==> src/rtl/stpid_pkg.sv <==
// Shared types and constants for the stepper position PID loop.
package stpid_pkg;

	// Loop constants, hundredths of a degree and PID scale
	localparam int ITERM_MAX = 18000;
	localparam int HALF_TURN = 18000;
	localparam int TURN      = 36000;

	// Divider geometry
	localparam int unsigned DIVIDEND_W = 52;
	localparam int unsigned DIVISOR_W  = 20;
	localparam int unsigned QUOT_W     = 34;
	localparam int unsigned SHIFT_W    = 6;

	localparam logic [DIVISOR_W-1:0] PID_SCALE  = 20'd10000;
	localparam logic [SHIFT_W-1:0]   PID_QBITS  = 6'd13;
	localparam logic [SHIFT_W-1:0]   FILT_QBITS = 6'd33;

	// Configuration register indexes
	localparam int unsigned CFG_IDX_W = 3;
	localparam logic [CFG_IDX_W-1:0] REG_LOOP_ENABLE   = 3'd0;
	localparam logic [CFG_IDX_W-1:0] REG_TUNING_MODE   = 3'd1;
	localparam logic [CFG_IDX_W-1:0] REG_PROP_GAIN     = 3'd2;
	localparam logic [CFG_IDX_W-1:0] REG_INTEGRAL_GAIN = 3'd3;
	localparam logic [CFG_IDX_W-1:0] REG_DERIV_GAIN    = 3'd4;
	localparam logic [CFG_IDX_W-1:0] REG_DRIVE_LIMIT   = 3'd5;
	localparam logic [CFG_IDX_W-1:0] REG_PHASE_ADVANCE = 3'd6;
	localparam logic [CFG_IDX_W-1:0] REG_STEP_ANGLE    = 3'd7;

	typedef struct packed {
		logic                  start;
		logic [SHIFT_W-1:0]    qbits;
		logic [DIVIDEND_W-1:0] dividend;
		logic [DIVISOR_W-1:0]  divisor;
	} div_req_t;

	typedef struct packed {
		logic              done;
		logic [QUOT_W-1:0] quot;
	} div_rsp_t;

endpackage

==> src/rtl/stpid_div.sv <==
// Iterative restoring divider, one quotient bit per cycle, top bit flags overflow.
module stpid_div
	import stpid_pkg::*;
(
	input  logic     clk,
	input  logic     arst_n,
	input  div_req_t req,
	output div_rsp_t rsp
);

	localparam int unsigned DSH_W = DIVISOR_W + QUOT_W - 1;

	logic [DIVIDEND_W-1:0] rem_q;
	logic [DSH_W-1:0]      dsh_q;
	logic [QUOT_W-1:0]     quot_q;
	logic [SHIFT_W-1:0]    cnt_q;
	logic                  busy_q;
	logic                  done_q;
	logic [DSH_W:0]        diff;
	logic                  ge;

	assign diff = {2'b00, rem_q} - {1'b0, dsh_q};
	assign ge   = ~diff[DSH_W];

	always_ff @(posedge clk or negedge arst_n) begin
		if (!arst_n) begin
			busy_q <= 1'b0;
			done_q <= 1'b0;
			cnt_q  <= '0;
		end else begin
			done_q <= ~req.start & busy_q & (cnt_q == '0);
			if (req.start) begin
				busy_q <= 1'b1;
				cnt_q  <= req.qbits;
			end else if (busy_q) begin
				if (cnt_q == '0) begin
					busy_q <= 1'b0;
				end else begin
					cnt_q <= cnt_q - 1'b1;
				end
			end
		end
	end

	always_ff @(posedge clk) begin
		if (req.start) begin
			rem_q  <= req.dividend;
			dsh_q  <= DSH_W'(req.divisor) << req.qbits;
			quot_q <= '0;
		end else if (busy_q) begin
			if (ge) begin
				rem_q <= rem_q - dsh_q[DIVIDEND_W-1:0];
			end
			quot_q <= {quot_q[QUOT_W-2:0], ge};
			dsh_q  <= dsh_q >> 1;
		end
	end

	assign rsp.done = done_q;
	assign rsp.quot = quot_q;

endmodule

==> src/rtl/stepper_position_pid_loop.sv <==
// Stepper position PID loop: unwrap, PID or target tracking, drive limit, phase.
//
// One request on the input channel (in_valid/in_ready) carries a shaft angle and
// a step target; it yields exactly one result on the output channel
// (out_valid/out_ready): phase angle, effort, tracked target and position error.
// A single 32x16 multiplier and a one-bit-per-cycle divider are shared under a
// sequencer, so the block takes one request at a time and not a new one before
// it is through with the last. Tuning mode skips the divider; the divider works
// 14 quotient bits with the loop closed and 34 while tracking with the loop open.
// in_ready is high only while the sequencer is idle.
// The result sits in an output register; if the receiver stalls, the next
// request may still be taken and worked, and the sequencer holds its result
// until the output register frees.
// Configuration is written through cfg_write/cfg_index/cfg_data; the user must
// write it only while idle, as the block itself does not enforce this.
// Reset (arst_n low) clears the loop state and restores register defaults.
module stepper_position_pid_loop
	import stpid_pkg::*;
(
	input  logic                 clk,
	input  logic                 arst_n,
	input  logic                 cfg_write,
	input  logic [CFG_IDX_W-1:0] cfg_index,
	input  logic [15:0]          cfg_data,
	input  logic                 in_valid,
	output logic                 in_ready,
	input  logic [15:0]          angle_sample,
	input  logic signed [31:0]   target_steps,
	output logic                 out_valid,
	input  logic                 out_ready,
	output logic signed [17:0]   phase_angle,
	output logic [11:0]          effort,
	output logic signed [31:0]   tracked_steps,
	output logic signed [31:0]   position_error
);

	typedef enum logic [3:0] {
		ST_IDLE,
		ST_UNWRAP,
		ST_TARGET,
		ST_ERR,
		ST_INTEG,
		ST_MUL_P,
		ST_MUL_I,
		ST_MUL_D,
		ST_FILT_SCALE,
		ST_FILT_SUM,
		ST_DIV_START,
		ST_DIV_WAIT,
		ST_LIMIT,
		ST_OUT
	} state_t;

	localparam logic signed [32:0] ITERM_HI = 33'(ITERM_MAX);
	localparam logic signed [32:0] ITERM_LO = -ITERM_HI;
	localparam logic signed [17:0] HALF_HI  = 18'(HALF_TURN);
	localparam logic signed [17:0] HALF_LO  = -HALF_HI;
	localparam logic signed [17:0] TURN_18  = 18'(TURN);

	function automatic logic signed [31:0] sat32(input logic signed [39:0] v);
		logic signed [31:0] r;
		if ((v[39:31] == '0) || (v[39:31] == '1)) begin
			r = v[31:0];
		end else if (v[39]) begin
			r = 32'sh8000_0000;
		end else begin
			r = 32'sh7FFF_FFFF;
		end
		return r;
	endfunction

	state_t state_q;

	// Configuration
	logic        loop_enable_q;
	logic        tuning_mode_q;
	logic [15:0] prop_gain_q;
	logic [15:0] integral_gain_q;
	logic [15:0] deriv_gain_q;
	logic [11:0] drive_limit_q;
	logic [15:0] phase_advance_q;
	logic [15:0] step_angle_q;

	// Loop state
	logic [31:0]        position_q;
	logic [31:0]        prev_position_q;
	logic [15:0]        prev_angle_q;
	logic signed [15:0] integrator_q;
	logic signed [12:0] drive_q;
	logic               out_valid_q;

	// Working registers
	logic [15:0]           angle_q;
	logic signed [31:0]    target_q;
	logic signed [31:0]    r_q;
	logic signed [31:0]    dy_q;
	logic signed [31:0]    err_q;
	logic signed [47:0]    prod_q;
	logic signed [51:0]    acc_q;
	logic [DIVISOR_W-1:0]  divisor_q;
	logic [SHIFT_W-1:0]    qbits_q;
	logic                  neg_q;
	logic signed [12:0]    u_q;
	logic signed [31:0]    tracked_q;

	// Output payload
	logic signed [17:0] phase_q;
	logic [11:0]        effort_q;
	logic signed [31:0] tracked_out_q;
	logic signed [31:0] err_out_q;

	logic     filt_mode;
	div_req_t div_req;
	div_rsp_t div_rsp;

	assign filt_mode = ~tuning_mode_q & ~loop_enable_q;
	assign in_ready  = (state_q == ST_IDLE);

	// Shared multiplier
	logic signed [31:0] mul_a;
	logic [15:0]        mul_b;
	logic signed [47:0] mul_full;
	logic               mul_en;

	always_comb begin
		mul_a  = target_q;
		mul_b  = step_angle_q;
		mul_en = 1'b0;
		unique case (state_q)
			ST_UNWRAP: begin
				mul_a  = target_q;
				mul_b  = step_angle_q;
				mul_en = 1'b1;
			end
			ST_ERR: begin
				// tracking filters a zero step angle as a step of one
				mul_a  = target_q;
				mul_b  = (step_angle_q == '0) ? 16'd1 : step_angle_q;
				mul_en = 1'b1;
			end
			ST_INTEG: begin
				mul_a  = err_q;
				mul_b  = prop_gain_q;
				mul_en = 1'b1;
			end
			ST_MUL_P: begin
				mul_a  = 32'(integrator_q);
				mul_b  = integral_gain_q;
				mul_en = 1'b1;
			end
			ST_MUL_I: begin
				mul_a  = dy_q;
				mul_b  = deriv_gain_q;
				mul_en = 1'b1;
			end
			default: begin
				mul_en = 1'b0;
			end
		endcase
	end

	assign mul_full = mul_a * $signed({1'b0, mul_b});

	// Angle unwrap
	logic signed [17:0] d_raw;
	logic signed [17:0] d_adj;
	logic [31:0]        pos_new;

	always_comb begin
		d_raw = $signed({2'b00, angle_q}) - $signed({2'b00, prev_angle_q});
		if (d_raw < HALF_LO) begin
			d_adj = d_raw + TURN_18;
		end else if (d_raw > HALF_HI) begin
			d_adj = d_raw - TURN_18;
		end else begin
			d_adj = d_raw;
		end
		pos_new = position_q + 32'(d_adj);
	end

	// Error and integrator
	logic signed [39:0] r_full;
	logic signed [32:0] err_diff;
	logic signed [32:0] it_sum;
	logic signed [15:0] it_clamped;

	always_comb begin
		r_full   = 40'(prod_q >>> 8);
		err_diff = 33'(r_q) - 33'($signed(position_q));
		it_sum   = 33'(integrator_q) + 33'(err_q);
		if (it_sum > ITERM_HI) begin
			it_clamped = 16'(ITERM_HI);
		end else if (it_sum < ITERM_LO) begin
			it_clamped = 16'(ITERM_LO);
		end else begin
			it_clamped = it_sum[15:0];
		end
	end

	// Filter scaling
	logic [15:0]          s_eff;
	logic [DIVISOR_W-1:0] s_times10;
	logic signed [51:0]   prod_ext;
	logic [DIVIDEND_W-1:0] acc_abs;

	always_comb begin
		s_eff     = (step_angle_q == '0) ? 16'd1 : step_angle_q;
		s_times10 = (DIVISOR_W'(s_eff) << 3) + (DIVISOR_W'(s_eff) << 1);
		prod_ext  = 52'(prod_q);
		acc_abs   = acc_q[51] ? DIVIDEND_W'(-acc_q) : DIVIDEND_W'(acc_q);
	end

	assign div_req.start    = (state_q == ST_DIV_START);
	assign div_req.qbits    = qbits_q;
	assign div_req.dividend = acc_abs;
	assign div_req.divisor  = divisor_q;

	stpid_div u_div (
		.clk    (clk),
		.arst_n (arst_n),
		.req    (div_req),
		.rsp    (div_rsp)
	);

	// Quotient to drive and tracked target
	logic [12:0]        q_pid;
	logic signed [13:0] u_pre;
	logic signed [13:0] lim14;
	logic signed [13:0] u_lim;
	logic [32:0]        q_filt;
	logic signed [31:0] tracked_new;

	always_comb begin
		q_pid  = div_rsp.quot[PID_QBITS] ? '1 : div_rsp.quot[12:0];
		q_filt = div_rsp.quot[32:0];
		lim14  = $signed({2'b00, drive_limit_q});
		if (tuning_mode_q) begin
			u_pre = 14'(drive_q);
		end else if (loop_enable_q) begin
			u_pre = neg_q ? -$signed({1'b0, q_pid}) : $signed({1'b0, q_pid});
		end else begin
			u_pre = '0;
		end
		if (u_pre > lim14) begin
			u_lim = lim14;
		end else if (u_pre < -lim14) begin
			u_lim = -lim14;
		end else begin
			u_lim = u_pre;
		end
		if (neg_q) begin
			if (div_rsp.quot[FILT_QBITS] || q_filt[32] || q_filt[31]) begin
				tracked_new = 32'sh8000_0000;
			end else begin
				tracked_new = -$signed(q_filt[31:0]);
			end
		end else begin
			if (div_rsp.quot[FILT_QBITS] || q_filt[32] || q_filt[31]) begin
				tracked_new = 32'sh7FFF_FFFF;
			end else begin
				tracked_new = $signed(q_filt[31:0]);
			end
		end
	end

	// Phase and effort
	logic signed [17:0] neg_angle;
	logic signed [17:0] phase_new;
	logic [11:0]        effort_new;
	logic               out_free;

	always_comb begin
		neg_angle = -$signed({2'b00, angle_q});
		if (u_q > 13'sd0) begin
			phase_new = neg_angle - $signed({2'b00, phase_advance_q});
		end else begin
			phase_new = neg_angle + $signed({2'b00, phase_advance_q});
		end
		effort_new = u_q[12] ? 12'(-u_q) : u_q[11:0];
		out_free   = ~out_valid_q | out_ready;
	end

	// Sequencer, configuration and loop state
	always_ff @(posedge clk or negedge arst_n) begin
		if (!arst_n) begin
			state_q         <= ST_IDLE;
			loop_enable_q   <= 1'b0;
			tuning_mode_q   <= 1'b0;
			prop_gain_q     <= '0;
			integral_gain_q <= '0;
			deriv_gain_q    <= '0;
			drive_limit_q   <= '0;
			phase_advance_q <= 16'd9000;
			step_angle_q    <= 16'd2880;
			position_q      <= '0;
			prev_position_q <= '0;
			prev_angle_q    <= '0;
			integrator_q    <= '0;
			drive_q         <= '0;
			out_valid_q     <= 1'b0;
		end else begin
			if (cfg_write) begin
				unique case (cfg_index)
					REG_LOOP_ENABLE:   loop_enable_q   <= cfg_data[0];
					REG_TUNING_MODE:   tuning_mode_q   <= cfg_data[0];
					REG_PROP_GAIN:     prop_gain_q     <= cfg_data;
					REG_INTEGRAL_GAIN: integral_gain_q <= cfg_data;
					REG_DERIV_GAIN:    deriv_gain_q    <= cfg_data;
					REG_DRIVE_LIMIT:   drive_limit_q   <= cfg_data[11:0];
					REG_PHASE_ADVANCE: phase_advance_q <= cfg_data;
					REG_STEP_ANGLE:    step_angle_q    <= cfg_data;
					default:           ;
				endcase
			end

			if ((state_q == ST_OUT) && out_free) begin
				out_valid_q <= 1'b1;
			end else if (out_ready) begin
				out_valid_q <= 1'b0;
			end

			unique case (state_q)
				ST_IDLE: begin
					if (in_valid) begin
						state_q <= ST_UNWRAP;
					end
				end
				ST_UNWRAP: begin
					position_q <= pos_new;
					state_q    <= ST_TARGET;
				end
				ST_TARGET: begin
					state_q <= ST_ERR;
				end
				ST_ERR: begin
					if (tuning_mode_q) begin
						state_q <= ST_LIMIT;
					end else if (loop_enable_q) begin
						state_q <= ST_INTEG;
					end else begin
						state_q <= ST_FILT_SCALE;
					end
				end
				ST_INTEG: begin
					integrator_q <= it_clamped;
					state_q      <= ST_MUL_P;
				end
				ST_MUL_P:      state_q <= ST_MUL_I;
				ST_MUL_I:      state_q <= ST_MUL_D;
				ST_MUL_D:      state_q <= ST_DIV_START;
				ST_FILT_SCALE: begin
					integrator_q <= '0;
					state_q      <= ST_FILT_SUM;
				end
				ST_FILT_SUM:   state_q <= ST_DIV_START;
				ST_DIV_START:  state_q <= ST_DIV_WAIT;
				ST_DIV_WAIT: begin
					if (div_rsp.done) begin
						state_q <= ST_LIMIT;
					end
				end
				ST_LIMIT: begin
					drive_q         <= u_lim[12:0];
					prev_position_q <= position_q;
					prev_angle_q    <= angle_q;
					state_q         <= ST_OUT;
				end
				ST_OUT: begin
					// hold the result until the output register frees
					if (out_free) begin
						state_q <= ST_IDLE;
					end
				end
				default: state_q <= ST_IDLE;
			endcase
		end
	end

	// Datapath registers
	always_ff @(posedge clk) begin
		if (mul_en) begin
			prod_q <= mul_full;
		end
		unique case (state_q)
			ST_IDLE: begin
				if (in_valid) begin
					angle_q   <= angle_sample;
					target_q  <= target_steps;
					tracked_q <= target_steps;
				end
			end
			ST_TARGET: begin
				r_q  <= sat32(r_full);
				dy_q <= $signed(position_q - prev_position_q);
			end
			ST_ERR: begin
				err_q     <= sat32(40'(err_diff));
				divisor_q <= PID_SCALE;
				qbits_q   <= PID_QBITS;
			end
			ST_MUL_P: acc_q <= prod_ext;
			ST_MUL_I: acc_q <= acc_q + prod_ext;
			ST_MUL_D: acc_q <= acc_q - prod_ext;
			ST_FILT_SCALE: begin
				acc_q     <= (prod_ext <<< 3) + prod_ext;
				divisor_q <= s_times10;
				qbits_q   <= FILT_QBITS;
			end
			ST_FILT_SUM: begin
				acc_q <= acc_q + (52'($signed(position_q)) <<< 8);
			end
			ST_DIV_START: neg_q <= acc_q[51];
			ST_LIMIT: begin
				u_q <= u_lim[12:0];
				if (filt_mode) begin
					tracked_q <= tracked_new;
				end
			end
			ST_OUT: begin
				if (out_free) begin
					phase_q       <= phase_new;
					effort_q      <= effort_new;
					tracked_out_q <= tracked_q;
					err_out_q     <= filt_mode ? 32'sd0 : err_q;
				end
			end
			default: ;
		endcase
	end

	assign out_valid      = out_valid_q;
	assign phase_angle    = phase_q;
	assign effort         = effort_q;
	assign tracked_steps  = tracked_out_q;
	assign position_error = err_out_q;

endmodule
==> config.mk <==
export PLATFORM = sky130hd
export DESIGN_NAME = stepper_position_pid_loop
export DESIGN_NICKNAME = d
export VERILOG_FILES = /design/src/rtl/stpid_pkg.sv /design/src/rtl/stpid_div.sv /design/src/rtl/stepper_position_pid_loop.sv
export SDC_FILE = /design/constraint.sdc
export NUM_CORES = 2
export LEC_CHECK = 0
export BUFFER_PORTS_ARGS = -buffer_cell sky130_fd_sc_hd__buf_2
export CAP_MARGIN = 25
export CELL_PAD_IN_SITES_DETAIL_PLACEMENT = 1
export CELL_PAD_IN_SITES_GLOBAL_PLACEMENT = 2
export CORE_MARGIN = 2
export CORE_UTILIZATION = 40
export CTS_BUF_LIST = sky130_fd_sc_hd__clkbuf_16
export CTS_CLUSTER_SIZE = 10
export DETAILED_ROUTE_END_ITERATION = 10
export PLACE_DENSITY_LB_ADDON = 0.1
export SYNTH_ARGS = -nofsm -noshare
export SYNTH_HDL_FRONTEND = slang
export SYNTH_SLANG_ARGS = --single-unit
==> constraint.sdc <==
create_clock -name clk -period 16 [get_ports clk]
set_clock_uncertainty 0.2 [all_clocks]
set_input_delay 2.4 -clock clk [delete_from_list [all_inputs] [get_ports clk]]
set_output_delay 2.4 -clock clk [all_outputs]
set_load 0.02 [all_outputs]
# Word-level counts from Yosys, hierarchy flattened
# Cells that the tools add are included.
dict set report classes {
  n_addsub 23
  mul 1
  magnitude_cmp 7
  eq_ne 28
  shifts 1
  mux 50
  n_bitwise 9
  n_reduce_logical 33
}
# op n
set op_table {}
lappend op_table {{32-bit 2-to-1 mux} 9}
lappend op_table {{52-bit one-hot mux with 5 select lines} 1}
lappend op_table {{52-bit 2-to-1 mux} 4}
lappend op_table {{53-bit 2-to-1 mux} 2}
lappend op_table {{32-bit one-hot mux with 3 select lines} 1}
lappend op_table {{16-bit one-hot mux with 4 select lines} 1}
lappend op_table {{32-bit one-hot mux with 2 select lines} 1}
lappend op_table {{18-bit 2-to-1 mux} 3}
lappend op_table {{52-bit by 53-bit subtractor with 54-bit output} 1}
lappend op_table {{20-bit by 6-bit << shifter with 53-bit output} 1}
lappend op_table {{51-bit by 48-bit adder with 52-bit output} 1}
lappend op_table {{52-bit by 40-bit adder with 52-bit output} 1}
lappend op_table {{52-bit by 48-bit adder with 52-bit output} 1}
lappend op_table {{52-bit negator} 1}
lappend op_table {{4-bit one-hot mux with 13 select lines} 1}
lappend op_table {{52-bit by 48-bit subtractor with 52-bit output} 1}
lappend op_table {{52-bit subtractor} 1}
lappend op_table {{32-bit by 17-bit multiplier with 48-bit output} 1}
lappend op_table {{16-bit 2-to-1 mux} 3}
lappend op_table {{14-bit 2-to-1 mux} 3}
lappend op_table {{20-bit one-hot mux with 2 select lines} 1}
lappend op_table {{13-bit 2-to-1 mux} 3}
lappend op_table {{16-bit by 32-bit adder with 33-bit output} 1}
lappend op_table {{33-bit by 16-bit > comparator with 1-bit output (second input constant)} 1}
lappend op_table {{53 further kinds} 108}
dict set report word_totals {
  ff_bits 765
  output_inout_bits 96
  elab_cells 189
}

# Logic depth before layout (Yosys ltp)
dict set report logic_depth {
  depth_word 8
  mapped_depth 33
  mapped_depth_nobuf 31
}

# Hierarchy
# Synthesis repeated with hierarchy kept, for this count alone.
dict set report unflattened {
  hier_cells 7984
  area_unflattened_um2 72987.5
}
# module instances cells_per_inst area_each_um2 seq_area_each_um2
set by_module_without_submodules {}
lappend by_module_without_submodules {stepper_position_pid_loop 1 6806 62570.0 17377.9}
lappend by_module_without_submodules {stpid_div 1 1178 10417.5 4033.9}

# Worst setup path after synthesis
# Ideal clock, no wire load.
dict set report synth_path {
  path_kind {reg-to-reg}
  from {register state_q[0]}
  to {register prod_q[46], data pin}
  arrival_ns 7.587
  required_ns 15.542
  path_slack_ns 7.956
  path_stages_with_launch 31
  path_buffers 4
  path_cell_list {dfrtp_1 > buf_1 > buf_1 > mux2_2 > o22ai_1 > nand2_1 > o21ai_1 > clkbuf_1 > nor2_1 > fa_1 > inv_1 > fa_1 > fa_1 > inv_1 > fa_1 > fa_1 > inv_1 > fa_1 > inv_1 > ha_1 > clkbuf_1 > nand4_1 > or4_1 > a21oi_1 > o211ai_1 > nand3_1 > o211ai_1 > a31oi_1 > a21bo_2 > a21oi_1 > xnor2_1}
}
dict set report synth_via {
  elab_chain_len 3
  word_cells_on_any_way 7
  classes_between {mul: 1; eq/ne: 4; mux: 2}
}
# item line
set synth_rtl {}
lappend synth_rtl {{start: declaration} stepper_position_pid_loop.sv:72} ;# state_t state_q;
lappend synth_rtl {{start signal: assignment} stepper_position_pid_loop.sv:286} ;# state_q <= ST_IDLE;
lappend synth_rtl {{start signal: assignment} stepper_position_pid_loop.sv:325} ;# state_q <= ST_UNWRAP;
lappend synth_rtl {{start signal: assignment} stepper_position_pid_loop.sv:330} ;# state_q <= ST_TARGET;
lappend synth_rtl {{4-bit by 3-bit equality test with 1-bit output or 4-bit by 2-bit equality test with 1-bit output (tied branches)} stepper_position_pid_loop.sv:129} ;# unique case (state_q)
lappend synth_rtl {{16-bit one-hot mux with 4 select lines or 32-bit one-hot mux with 3 select lines (tied branches)} stepper_position_pid_loop.sv:129}
lappend synth_rtl {{32-bit by 17-bit multiplier with 48-bit output (*)} stepper_position_pid_loop.sv:162} ;# assign mul_full = mul_a * $signed({1'b0, mul_b});
lappend synth_rtl {{via mul_full[46]} stepper_position_pid_loop.sv:122} ;# logic signed [47:0] mul_full;
lappend synth_rtl {{end signal: assignment} stepper_position_pid_loop.sv:382} ;# prod_q <= mul_full;
lappend synth_rtl {{end: declaration} stepper_position_pid_loop.sv:98} ;# logic signed [47:0] prod_q;
# Mark *: on every way through the listed nets, which the timed path passes. The rest lies on a longest branch.
# A chain may end at the register's enable or synchronous reset.

# Worst setup path in the final report
# Ends and elaborated chain as after synthesis.

==> results.toml <==
[run_status]
outcome = "finished, final reports clean"

[global_routing]
grt_overflow_total = 0
grt_pass1_wl_um = 395200
grt_max_degree = 95
grtUsageTotal_pct = 28.84
grt_antenna_before_repair = 7
first_global_vias = 61450

[sta]
setup_tns_ps = 0
setup_viol = 0
timing.final.crit_period_ps = 9639
grt_setup_unrepaired = "false"
timing.slew.headroom_pct = 24.74
final-max-slew-violation-count = 0
clock.fmax_mhz = 103.7
timing_hold_violations_final = 0
layout_worst_path_cycle_share_pct = 60.25
worst-slew-pin-transition_ps = 1114

[setup_path]
cpMostUsedCell = "sky130_fd_sc_hd__fa_1"
reg_to_reg_slack_setup_ps = 6360
critical_path.top_delay_family = "adder cells"
worst-endpoint-required_ps = 16260
slowest_stage = "sky130_fd_sc_hd__a21oi_1"
element_type_at_the_critical_path_end = "register"
timing.critical_path.fanout_max = 34
worst_r2r_path_depth = 27
critical_path_arrival_ps = 9900
crit_type = "reg2reg"
r2r-start = "state_q[0]$_DFFE_PN0P_"
critical_path_max_stage_delay_ps = 640
critical_path.startpoint_type = "register"
rr_endpoint = "prod_q[46]$_DFFE_PP_"
timing.critical_path.buf_inv = 5
crit_start = "state_q[0]$_DFFE_PN0P_"

[clocking]
reg_clk_slew_reported_paths_ps = 60
cts_htree_levels = 3
clock_path_buffers = 3
tritoncts_clock_tree = "done"
cts_root_buf = "sky130_fd_sc_hd__clkbuf_16"
insertion_delay_ps = 790
cts_resized = 0
ctsHoldBuffers = 0
cts_post_setup_buffers_inserted = 0
cts_num_sinks = 760
cts_made_buffers = 100

[place]
place_congestion = 0.9336
hpwl_um = 207100
buffer_ports.inserted = 167

[yosys]
flip_flop_and_latch_count_after_synthesis = 760
mappedNetlistArea_sq_um = 71390
syn_inst = 7802
synth.distinct_cells = 91
synth_sequential_area_ratio_pct = 29.99
post_synth.cell_area_avg_sq_um = 9.150
synth_edf_count = 510
async_flop_share_pct = 28.42
synth_top_flop_cell = "sky130_fd_sc_hd__edfxtp_1"
synth.yosys.warnings = 0
synth_fp_nets = 8889

[detailed_routing]
drt-pass1-iter-count = 5
routed-via-count = 58900
route.detailed.drc = 0
drt_iter0_markers = 4325
wl_per_cell_um = 25.54
via_cell_ratio = 5.726
routed_wl_um = 262700
antenna_violating_nets_post_route = 0

[finish]
fillCellCount = 20470
final_nets = 8933
drive_above_1_share_pct = 8.183
area_growth_syn_to_layout_pct = 9.569

[min_path]
hold-path-cell-count = 0
hold-path-endpoint = "tracked_steps[27]$_DFFE_PP_"
min_from = "tracked_q[27]$_DFFE_PP_"
holdCritPathClass = "reg2reg"

[floorplan]
std_cell_rows = 155
initial_core_util_pct = 40.14
coreArea_sq_um = 177800
width_of_the_die_um = 426.5
die_area_sq_um = 181900
io-pin-count = 168
fp.dieH_um = 426.5

[run]
max_cap_violations = 0
[placed cells by master (no fill, tap or decap), types with 88 or more instances in the layout]
| cell type | instances |
|---|---|
| sky130_fd_sc_hd__a21o_1 | 219 |
| sky130_fd_sc_hd__a21oi_1 | 487 |
| sky130_fd_sc_hd__buf_2 | 166 |
| sky130_fd_sc_hd__buf_4 | 98 |
| sky130_fd_sc_hd__clkbuf_16 | 101 |
| sky130_fd_sc_hd__dfrtp_1 | 205 |
| sky130_fd_sc_hd__edfxtp_1 | 510 |
| sky130_fd_sc_hd__fa_1 | 495 |
| sky130_fd_sc_hd__ha_1 | 520 |
| sky130_fd_sc_hd__inv_1 | 890 |
| sky130_fd_sc_hd__mux2_2 | 139 |
| sky130_fd_sc_hd__nand2_1 | 761 |
| sky130_fd_sc_hd__nand2b_1 | 94 |
| sky130_fd_sc_hd__nand3_1 | 132 |
| sky130_fd_sc_hd__nor2_1 | 648 |
| sky130_fd_sc_hd__nor2b_1 | 101 |
| sky130_fd_sc_hd__nor3_1 | 94 |
| sky130_fd_sc_hd__o21a_1 | 88 |
| sky130_fd_sc_hd__o21ai_0 | 496 |
| sky130_fd_sc_hd__xnor2_1 | 347 |
| sky130_fd_sc_hd__xor2_1 | 168 |
[routing by layer]
metal  routed length (um)  track usage (%)  part of all wire [%]
met5                   27                0                 0.010
met1               119500            39.62                    45
met3                13780            4.330                   5.2
met2               120400            46.62                    46
met4                 9095            9.223                   3.5
[worst reg2reg max path, cell delays in order, from the launching register on]
cell,delay (ps)
sky130_fd_sc_hd__dfrtp_1,350
sky130_fd_sc_hd__inv_1,290
sky130_fd_sc_hd__nand2_1,580
sky130_fd_sc_hd__buf_4,480
sky130_fd_sc_hd__nor2_1,90
sky130_fd_sc_hd__a21oi_1,650
sky130_fd_sc_hd__o22a_1,630
sky130_fd_sc_hd__nand2_1,150
sky130_fd_sc_hd__fa_1,520
sky130_fd_sc_hd__fa_1,440
sky130_fd_sc_hd__fa_1,530
sky130_fd_sc_hd__inv_1,60
sky130_fd_sc_hd__fa_1,490
sky130_fd_sc_hd__fa_1,560
sky130_fd_sc_hd__inv_1,80
sky130_fd_sc_hd__fa_1,580
sky130_fd_sc_hd__inv_1,50
sky130_fd_sc_hd__ha_1,420
sky130_fd_sc_hd__nand4_1,200
sky130_fd_sc_hd__or4_1,460
sky130_fd_sc_hd__a21oi_1,360
sky130_fd_sc_hd__o211ai_1,210
sky130_fd_sc_hd__nand3_1,110
sky130_fd_sc_hd__o211ai_1,180
sky130_fd_sc_hd__a31oi_1,340
sky130_fd_sc_hd__a21bo_2,180
sky130_fd_sc_hd__a21oi_1,70
sky130_fd_sc_hd__xnor2_1,120
[how the worst max path moves through the flow]
stage                                 endpoint  slack, ps  cells past startpoint
after detailed placement  prod_q[46]$_DFFE_PP_       6270                     27
after global routing      prod_q[46]$_DFFE_PP_       5780                     25
final                     prod_q[46]$_DFFE_PP_       6360                     27
after CTS                 prod_q[46]$_DFFE_PP_       6220                     27
after global placement    prod_q[46]$_DFFE_PP_       6460                     27
after floorplan           prod_q[46]$_DFFE_PP_       7960                     30
[sequential cells by signal (all words and copies together) (netlist names), 34 cells and up]
name          count
prod_q           48
u_div.dsh_q      53
acc_q            52
u_div.rem_q      52
u_div.quot_q     34
[per-stage QoR]
stage	utilization [%]	area, sq um	worst slack, ps	std cells	hold WS [ps]
4_1_cts	43.90	78070	6222	10280	220.1
5_1_grt	43.98	78220	5775	10290	227.6
2_1_floorplan	-	71390	7956	7802	200.3
3_3_place_gp	42.06	74810	6458	10090	201.6
6_report	43.98	78220	6361	10290	214.4
3_5_place_dp	42.09	74860	6267	10090	207.0
[cell usage after synthesis, types with 14 or more instances]
cell type | count | area share [%]
sky130_fd_sc_hd__dfxtp_1 | 34 | 0.95
sky130_fd_sc_hd__xnor2_1 | 347 | 4.3
sky130_fd_sc_hd__nor4_1 | 30 | 0.26
sky130_fd_sc_hd__or4_1 | 22 | 0.23
sky130_fd_sc_hd__mux2i_1 | 59 | 0.83
sky130_fd_sc_hd__o211ai_1 | 34 | 0.36
sky130_fd_sc_hd__fa_1 | 495 | 14
sky130_fd_sc_hd__nand2b_1 | 96 | 0.84
sky130_fd_sc_hd__inv_1 | 852 | 4.5
sky130_fd_sc_hd__a211oi_1 | 41 | 0.43
sky130_fd_sc_hd__nor2b_1 | 103 | 0.90
sky130_fd_sc_hd__o21a_1 | 88 | 0.93
sky130_fd_sc_hd__edfxtp_1 | 510 | 21
sky130_fd_sc_hd__nor2_1 | 652 | 3.4
sky130_fd_sc_hd__dfrtp_1 | 207 | 7.3
sky130_fd_sc_hd__clkbuf_1 | 299 | 1.6
sky130_fd_sc_hd__nand3_1 | 134 | 0.94
sky130_fd_sc_hd__or2_2 | 32 | 0.28
sky130_fd_sc_hd__o41ai_1 | 22 | 0.27
sky130_fd_sc_hd__a221oi_1 | 23 | 0.28
sky130_fd_sc_hd__mux2_2 | 139 | 2.2
sky130_fd_sc_hd__and4_1 | 16 | 0.20
sky130_fd_sc_hd__nand2_1 | 764 | 4.0
sky130_fd_sc_hd__a22oi_1 | 27 | 0.28
sky130_fd_sc_hd__o22ai_1 | 85 | 0.74
sky130_fd_sc_hd__nor3_1 | 97 | 0.68
sky130_fd_sc_hd__a31oi_1 | 50 | 0.44
sky130_fd_sc_hd__o21ai_0 | 497 | 3.5
sky130_fd_sc_hd__a21o_1 | 219 | 2.3
sky130_fd_sc_hd__o21bai_1 | 57 | 0.60
sky130_fd_sc_hd__or3_1 | 62 | 0.54
sky130_fd_sc_hd__nand4_1 | 49 | 0.43
sky130_fd_sc_hd__o22a_1 | 61 | 0.75
sky130_fd_sc_hd__and3_1 | 37 | 0.32
sky130_fd_sc_hd__buf_1 | 28 | 0.15
sky130_fd_sc_hd__a21oi_1 | 493 | 3.5
sky130_fd_sc_hd__ha_1 | 520 | 9.1
sky130_fd_sc_hd__and2_1 | 30 | 0.26
sky130_fd_sc_hd__o31ai_1 | 61 | 0.64
sky130_fd_sc_hd__a211o_1 | 14 | 0.17
sky130_fd_sc_hd__xor2_1 | 168 | 2.1
[cell families after synthesis]
family,after synthesis,synth area share [%]
and+or+nand+nor,2165,13.84
AOI/OAI and AO/OA,1959,17.53
buffers and inverters,1184,6.229
adders and majority gates,1021,23.08
DFF,760,29.99
xor gates and xnor gates,515,6.318
muxes,198,3.020
[final cells by class]
class                   instances  area [sq um]  area share (%)
multi-input cells            5858         45700           58.42
clock buffers                 101          2527           3.231
inverters                     855          3217           4.112
repair buffers                271          1722           2.201
well taps                    2355          2947           3.767
flip-flops and latches        760         21410           27.38
diodes                          2         5.005        0.006398
clock inverters                86         689.4          0.8814
Power is not shown: default switching activity piles up to over one toggle a cycle in this logic, so the estimate is an artifact.
